File: src/hdl/cpsf_pkg.sv
// Shared types and constants for the correlation peak sub-pixel fit block.
// Holds sizes, register indexes, controller states and command/status words.
// No dependencies.
`timescale 1ns / 1ps

package cpsf_pkg;

  // Map geometry and store sizing
  localparam int MAX_WIDTH  = 64;
  localparam int MAX_HEIGHT = 64;
  localparam int COL_W      = $clog2(MAX_WIDTH);
  localparam int ROW_W      = $clog2(MAX_HEIGHT);
  localparam int ADDR_W     = ROW_W + COL_W;
  localparam int DEPTH      = MAX_WIDTH * MAX_HEIGHT;
  localparam int CNT_W      = $clog2(DEPTH + 1);

  // Field widths
  localparam int CORR_W    = 16;
  localparam int AXIS_W    = 24;
  localparam int CFG_W     = 7;
  localparam int CFG_IDX_W = 2;

  // Configuration register indexes
  localparam logic [CFG_IDX_W-1:0] CFG_MAP_WIDTH  = 2'd0;
  localparam logic [CFG_IDX_W-1:0] CFG_MAP_HEIGHT = 2'd1;
  localparam logic [CFG_IDX_W-1:0] CFG_SUB_PIXEL  = 2'd2;

  // Serial divider sizing
  localparam int DIV_NW    = 64;
  localparam int DIV_DW    = 48;
  localparam int DIV_CNT_W = $clog2(DIV_NW);

  // Sub-pixel offsets saturate here; anything larger clamps to an axis mark anyway.
  localparam int OFF_W     = 27;
  localparam int OFF_LIM   = 1 << 25;

  // Step counter shared by the sequenced phases
  localparam int STEP_W    = 4;
  localparam int READ_LAST = 9;

  typedef enum logic [1:0] {
    DIV_OX,
    DIV_OY,
    DIV_RATIO,
    DIV_ROWCOL
  } div_sel_t;

  // The nine samples around the peak: M is minus one, P plus one, row first
  typedef enum logic [3:0] {
    CELL_00,
    CELL_M0,
    CELL_P0,
    CELL_0M,
    CELL_0P,
    CELL_PP,
    CELL_PM,
    CELL_MP,
    CELL_MM
  } cell_sel_t;

  typedef enum logic [3:0] {
    MUL_HXX_HYY,
    MUL_HXY_SQ,
    MUL_HYY_GX,
    MUL_HXY_GY,
    MUL_HXX_GY,
    MUL_HXY_GX,
    MUL_NX_HI,
    MUL_NX_LO,
    MUL_NY_HI,
    MUL_NY_LO,
    MUL_RATIO
  } mul_sel_t;

  localparam int MUL_N = 11;

  typedef enum logic [3:0] {
    ST_LOAD,
    ST_READ,
    ST_DERIV,
    ST_MUL,
    ST_COMB,
    ST_RMUL,
    ST_COMB2,
    ST_DSTART,
    ST_DWAIT,
    ST_FIN,
    ST_WSTART,
    ST_WWAIT
  } state_t;

  typedef struct packed {
    logic      sample_en;
    logic      fit_clr;
    logic      rd_en;
    cell_sel_t rd_sel;
    logic      cap_en;
    cell_sel_t cap_sel;
    logic      deriv_en;
    logic      mul_en;
    mul_sel_t  mul_sel;
    logic      comb_en;
    logic      comb2_en;
    logic      div_start;
    div_sel_t  div_sel;
    logic      div_store;
    logic      fin_en;
  } cmd_t;

  typedef struct packed {
    logic sub_en;
    logic d_zero;
    logic ratio_ok;
    logic div_done;
    logic out_valid;
    logic out_free;
    logic wchg;
  } sts_t;

  // Row step of a neighbor
  function automatic logic signed [1:0] cell_dr(cell_sel_t s);
    logic signed [1:0] r;
    unique case (s)
      CELL_M0, CELL_MP, CELL_MM: r = -2'sd1;
      CELL_P0, CELL_PP, CELL_PM: r = 2'sd1;
      default:                   r = 2'sd0;
    endcase
    return r;
  endfunction

  // Column step of a neighbor
  function automatic logic signed [1:0] cell_dc(cell_sel_t s);
    logic signed [1:0] r;
    unique case (s)
      CELL_0M, CELL_PM, CELL_MM: r = -2'sd1;
      CELL_0P, CELL_PP, CELL_MP: r = 2'sd1;
      default:                   r = 2'sd0;
    endcase
    return r;
  endfunction

endpackage

File: src/hdl/cpsf_ctrl.sv
// Controller for the peak fit: sequences sample loading, neighbor reads,
// products, divisions and the result load. Depends on cpsf_pkg.
`timescale 1ns / 1ps

module cpsf_ctrl (
  input  logic           clk,
  input  logic           rst_n,
  input  logic           in_valid,
  input  logic           in_last,
  output logic           in_stall,
  input  cpsf_pkg::sts_t sts,
  output cpsf_pkg::cmd_t cmd
);
  import cpsf_pkg::*;

  state_t              state_r, state_nxt;
  logic [STEP_W-1:0]   step_r, step_nxt;
  div_sel_t            dsel_r, dsel_nxt;
  logic                accept;
  logic [STEP_W-1:0]   step_m1;

  // A last word waits while the previous result is still held
  assign in_stall = (state_r != ST_LOAD) || (in_last && sts.out_valid);
  assign accept   = in_valid && !in_stall;
  assign step_m1  = step_r - 1'b1;

  // Next state
  always_comb begin
    state_nxt = state_r;
    step_nxt  = step_r;
    dsel_nxt  = dsel_r;
    unique case (state_r)
      ST_LOAD: begin
        if (sts.wchg) begin
          state_nxt = ST_WSTART;
          dsel_nxt  = DIV_ROWCOL;
        end else if (accept && in_last) begin
          step_nxt  = '0;
          state_nxt = sts.sub_en ? ST_READ : ST_RMUL;
        end
      end
      ST_READ: begin
        if (step_r == STEP_W'(READ_LAST)) begin
          state_nxt = ST_DERIV;
        end else begin
          step_nxt = step_r + 1'b1;
        end
      end
      ST_DERIV: begin
        state_nxt = ST_MUL;
        step_nxt  = STEP_W'(MUL_HXX_HYY);
      end
      ST_MUL: begin
        if (step_r == STEP_W'(MUL_HXY_GX)) begin
          state_nxt = ST_COMB;
        end else if (step_r == STEP_W'(MUL_NY_LO)) begin
          state_nxt = ST_RMUL;
        end else begin
          step_nxt = step_r + 1'b1;
        end
      end
      ST_COMB: begin
        state_nxt = ST_MUL;
        step_nxt  = STEP_W'(MUL_NX_HI);
      end
      ST_RMUL: state_nxt = ST_COMB2;
      ST_COMB2: begin
        if (sts.sub_en && !sts.d_zero) begin
          state_nxt = ST_DSTART;
          dsel_nxt  = DIV_OX;
        end else if (sts.ratio_ok) begin
          state_nxt = ST_DSTART;
          dsel_nxt  = DIV_RATIO;
        end else begin
          state_nxt = ST_FIN;
        end
      end
      ST_DSTART: state_nxt = ST_DWAIT;
      ST_DWAIT: begin
        if (sts.div_done) begin
          if (dsel_r == DIV_OX) begin
            state_nxt = ST_DSTART;
            dsel_nxt  = DIV_OY;
          end else if (dsel_r == DIV_OY && sts.ratio_ok) begin
            state_nxt = ST_DSTART;
            dsel_nxt  = DIV_RATIO;
          end else begin
            state_nxt = ST_FIN;
          end
        end
      end
      ST_FIN: begin
        if (sts.out_free) state_nxt = ST_LOAD;
      end
      ST_WSTART: state_nxt = ST_WWAIT;
      ST_WWAIT: begin
        if (sts.div_done) state_nxt = ST_LOAD;
      end
      default: state_nxt = ST_LOAD;
    endcase
  end

  // Commands
  always_comb begin
    cmd           = '0;
    cmd.rd_sel    = CELL_00;
    cmd.cap_sel   = CELL_00;
    cmd.mul_sel   = MUL_HXX_HYY;
    cmd.div_sel   = dsel_r;
    cmd.sample_en = accept;
    cmd.fit_clr   = accept && in_last;
    unique case (state_r)
      ST_READ: begin
        cmd.rd_en   = step_r != STEP_W'(READ_LAST);
        cmd.rd_sel  = cell_sel_t'(step_r);
        cmd.cap_en  = step_r != '0;
        cmd.cap_sel = cell_sel_t'(step_m1);
      end
      ST_DERIV: cmd.deriv_en = 1'b1;
      ST_MUL: begin
        cmd.mul_en  = 1'b1;
        cmd.mul_sel = mul_sel_t'(step_r);
      end
      ST_COMB:  cmd.comb_en = 1'b1;
      ST_RMUL: begin
        cmd.mul_en  = 1'b1;
        cmd.mul_sel = MUL_RATIO;
      end
      ST_COMB2: cmd.comb2_en = 1'b1;
      ST_DSTART, ST_WSTART: cmd.div_start = 1'b1;
      ST_DWAIT, ST_WWAIT:   cmd.div_store = sts.div_done;
      ST_FIN:   cmd.fin_en = sts.out_free;
      default: ;
    endcase
  end

  // State registers
  always_ff @(posedge clk) begin
    if (!rst_n) begin
      state_r <= ST_LOAD;
      step_r  <= '0;
      dsel_r  <= DIV_OX;
    end else begin
      state_r <= state_nxt;
      step_r  <= step_nxt;
      dsel_r  <= dsel_nxt;
    end
  end

  // A divider finish is only ever expected while waiting on it
  a_done_in_wait: assert property (@(posedge clk) disable iff (!rst_n)
    sts.div_done |-> (state_r == ST_DWAIT || state_r == ST_WWAIT))
    else $error("divider finished outside a wait state");

  // Loading a result always returns to sample loading
  a_fin_to_load: assert property (@(posedge clk) disable iff (!rst_n)
    cmd.fin_en |=> state_r == ST_LOAD)
    else $error("result load did not return to loading");

endmodule

File: config.mk
export PLATFORM = sky130hd
export DESIGN_NAME = cpsf_ctrl
export DESIGN_NICKNAME = d
export VERILOG_FILES = /design/src/hdl/cpsf_pkg.sv /design/src/hdl/cpsf_ctrl.sv
export SDC_FILE = /design/constraint.sdc
export NUM_CORES = 1
export LEC_CHECK = 0
export ABC_AREA = 1
export BUFFER_PORTS_ARGS = -buffer_cell sky130_fd_sc_hd__buf_2
export CAP_MARGIN = 10
export CORE_UTILIZATION = 44
export DETAILED_ROUTE_END_ITERATION = 8
export PLACE_DENSITY = 0.85
export SLEW_MARGIN = 5
export SYNTH_ARGS = -nofsm -noshare
export SYNTH_HDL_FRONTEND = slang
export SYNTH_SLANG_ARGS = --single-unit
File: constraint.sdc
create_clock -name clk -period 1.75 [get_ports clk]
set_clock_uncertainty 0.2 [all_clocks]
set_input_delay 0.175 -clock clk [delete_from_list [all_inputs] [get_ports clk]]
set_output_delay 0.175 -clock clk [all_outputs]
set_load 0.005 [all_outputs]
==> results.cfg <==
[route]
wl_per_cell_um = 10.4
drtIter0Drc = 64
wirelength_mm = 2.80
antenna_left = 0
viasPerCell = 4.99
num_vias = 1337
drc = 0
dr.pass1.iters = 4

[global_route]
grt_pass1_wl_mm = 4.54
grt_pass1_vias = 1105
grt_use_total = 0.233
overflow = 0
antenna_found_initial = 0
grt_max_degree = 10

[placement]
placed_area_um2 = 1270
dpl.cell_count = 262
gp_congestion = 0.908
hpwl_mm = 2.17
port_buffers = 36

[worst_setup_path]
worstSetupPathType = reg2out
required_ns = 1.37
cp.arrival_ns = 1.32
cp-end-kind = output port
startpoint_type = flip-flop
crit_chain = inv_2 -> ha_2 -> or2_4 -> a21oi_2 -> buf_2
path_max_fanout = 3
critPathLaunch = step_r[0]$_SDFFE_PN0P_
cp_slowest_cell = dfxtp_2
worstReg2RegStart = step_r[1]$_SDFFE_PN0P_
max_stage_delay_ns = 0.36

[floorplanning]
start_util = 0.463
coreArea_um2 = 2190
io_pins = 37
fp.dieH_um = 50.0
die-area_um2 = 2500
die_w_um = 50.0
rows = 17

[synthesis]
synthSimpleGateAreaFrac = 0.550
ys_seq_area_frac = 0.197
synth_area_um2 = 1010
yosysUniqueCellTypes = 23
syn_nets = 207
syn_inst = 193
synthAdderAreaFrac = 0.0370
synth_top_family_by_area = simple AND/OR/NAND/NOR gates
muxShareOfSynthArea = 0
ys_ff_latch = 10
synthXorXnorAreaFrac = 0.00863
syn_avg_cell_area_um2 = 5.26
synth_warnings = 0
synth_compound_area_frac = 0.0900

[timing]
slew_headroom = 0.816
fin_crit_sh = 0.968
rsz0062_at_grt = yes
slew_violations = 0
whs_ns = 0.178
finalHoldViolCount = 0
max_slew.worst_pin.slew_ns = 0.274
finalSetupViolations = 0
fin_crit_ns = 1.69
fmax_mhz = 590

[cts]
clockBufferDepth = 2
worst_skew_pair.late_latency_ns = 0.26
htree_levels = 1
cts_inserted_buffers = 3
clk_pin_slew_ns = 0.06
cts.sinks = 10
cts_tree = yes
cts-root-buf = clkbuf_4

[power_and_ir_drop]
p_leak_nw = 0.832
ir_worst_vdd_mv = 0.742
p_comb_frac = 0.723
swShare = 0.523
clkPwrFrac = 0.076
intPower_mw = 0.934
power_density_nw_per_um2 = 1410
power.switching_mw = 1.03
power.share.sequential = 0.200

[cells_and_area]
drive_gt1_frac = 0.325
fin_cells = 268
fin_nets = 256
diodes = 0
stdcell_area_um2 = 1390
syn2layout_area_growth_pct = 36.6

[job]
maxCapViolCount = 0

[status]
status = finished, final reports clean

[hold_path]
hold_path_class = in2reg
hp-start = sts[6]
## sequential cells by signal, indices dropped and copies added (netlist names)
signal,flops
state_r,4
dsel_r,2
step_r,4
## power groups by stage
stage | sequential, mW | clock, mW | combinational [mW]
after floorplan | 0.355 | 0 | 0.915
after global placement | 0.369 | 0 | 1.26
after detailed placement | 0.371 | 0 | 1.27
after CTS | 0.376 | 0.161 | 1.32
after global routing | 0.400 | 0.168 | 1.60
final | 0.392 | 0.150 | 1.42
## layer usage
metal  up-vias  wire (um)  GRT usage
met4         0         65      0.124
met2        44       1210      0.347
met3         8        120     0.0154
met5         -          0          0
met1       578       1400      0.330
li1        707          -          -
## Yosys cell counts, drive strengths merged
library cell	number	area, um^2
nor4	1	6.26
dfxtp	10	200
buf	3	17.5
inv	27	101
a31oi	2	12.5
nor3	4	20.0
a21oi	10	50.1
nand2	59	224
and3	1	6.26
a31o	1	8.76
nand4	3	18.8
or2	1	6.26
o21ai	4	20.0
nand3b	1	7.51
ha	3	37.5
nand3	21	105
nor2	41	164
xor2	1	8.76
## final timing paths
check	end	slack [ns]	cells past startpoint
max	cmd[15]	0.06	5
min	state_r[2]$_SDFFE_PN0P_	0.18	4
max reg2reg	state_r[0]$_SDFFE_PN0P_	0.09	9
min reg2reg	dsel_r[0]$_SDFFE_PN0P_	0.30	2
## critical path, delay by kind of cell (launching register included)
family	cells	cell delay (ns)
flops	1	0.36
simple gates	1	0.24
fa+ha+maj	1	0.18
buf+inv	2	0.15
compound gates	1	0.12
## what timing repair did
action,in CTS,in global routing
buffers inserted,2,0
setup endpoints to repair,14,22
hold buffers,1,0
endpoints found under the hold margin,5,0
gates resized for setup,11,18
pin swaps,1,2
## cell usage in the layout, fill, tap and decap left out
| master | n |
|---|---|
| nor2_4 | 4 |
| ha_1 | 1 |
| clkbuf_4 | 3 |
| nand2_2 | 1 |
| dlygate4sd3_1 | 1 |
| inv_2 | 7 |
| or2_4 | 1 |
| a31o_2 | 1 |
| buf_4 | 10 |
| dfxtp_2 | 6 |
| nor2_1 | 34 |
| a31oi_1 | 2 |
| nor3_1 | 4 |
| xor2_1 | 1 |
| nor2_2 | 3 |
| nand4_1 | 3 |
| nand2_4 | 2 |
| a21oi_1 | 9 |
| nand3_2 | 1 |
| inv_1 | 20 |
| o21ai_1 | 3 |
| buf_2 | 36 |
| a21oi_2 | 1 |
| o21ai_0 | 1 |
| nand3_1 | 20 |
| ha_2 | 2 |
| nand2_1 | 56 |
| nor4_1 | 1 |
| and3_1 | 1 |
| dfxtp_1 | 4 |
| nand3b_1 | 1 |
## area by class of cell
type,count,area [um^2]
multi-input cells,153,754
clock buffers,3,22.5
well taps,28,35.0
repair buffers,47,265
flip-flops and latches,10,208
fillers,218,805
inverters,27,101
## cells by family after synthesis
| kind of cell | after synthesis |
|---|---|
| AND/OR/NAND/NOR | 132 |
| flip-flops | 10 |
| XOR/XNOR | 1 |
| buffers and inverters | 30 |
| adder cells (fa/ha/maj) | 3 |
| AO/OA/AOI/OAI | 17 |
## through the flow
stage / setup TNS (ns) / worst slack (ns) / total power, mW / utilization
detailed placement: 0 / 0.0138 / 1.64 / 0.581
finish: 0 / 0.0558 / 1.96 / 0.633
global route: -0.0765 / -0.0379 / 2.16 / 0.633
global placement: 0 / 0.0524 / 1.63 / 0.581
CTS: 0 / 0.00201 / 1.86 / 0.612
floorplan: 0 / 0.117 / 1.27 / -
No activity file was read; power rests on OpenSTA's default activity.
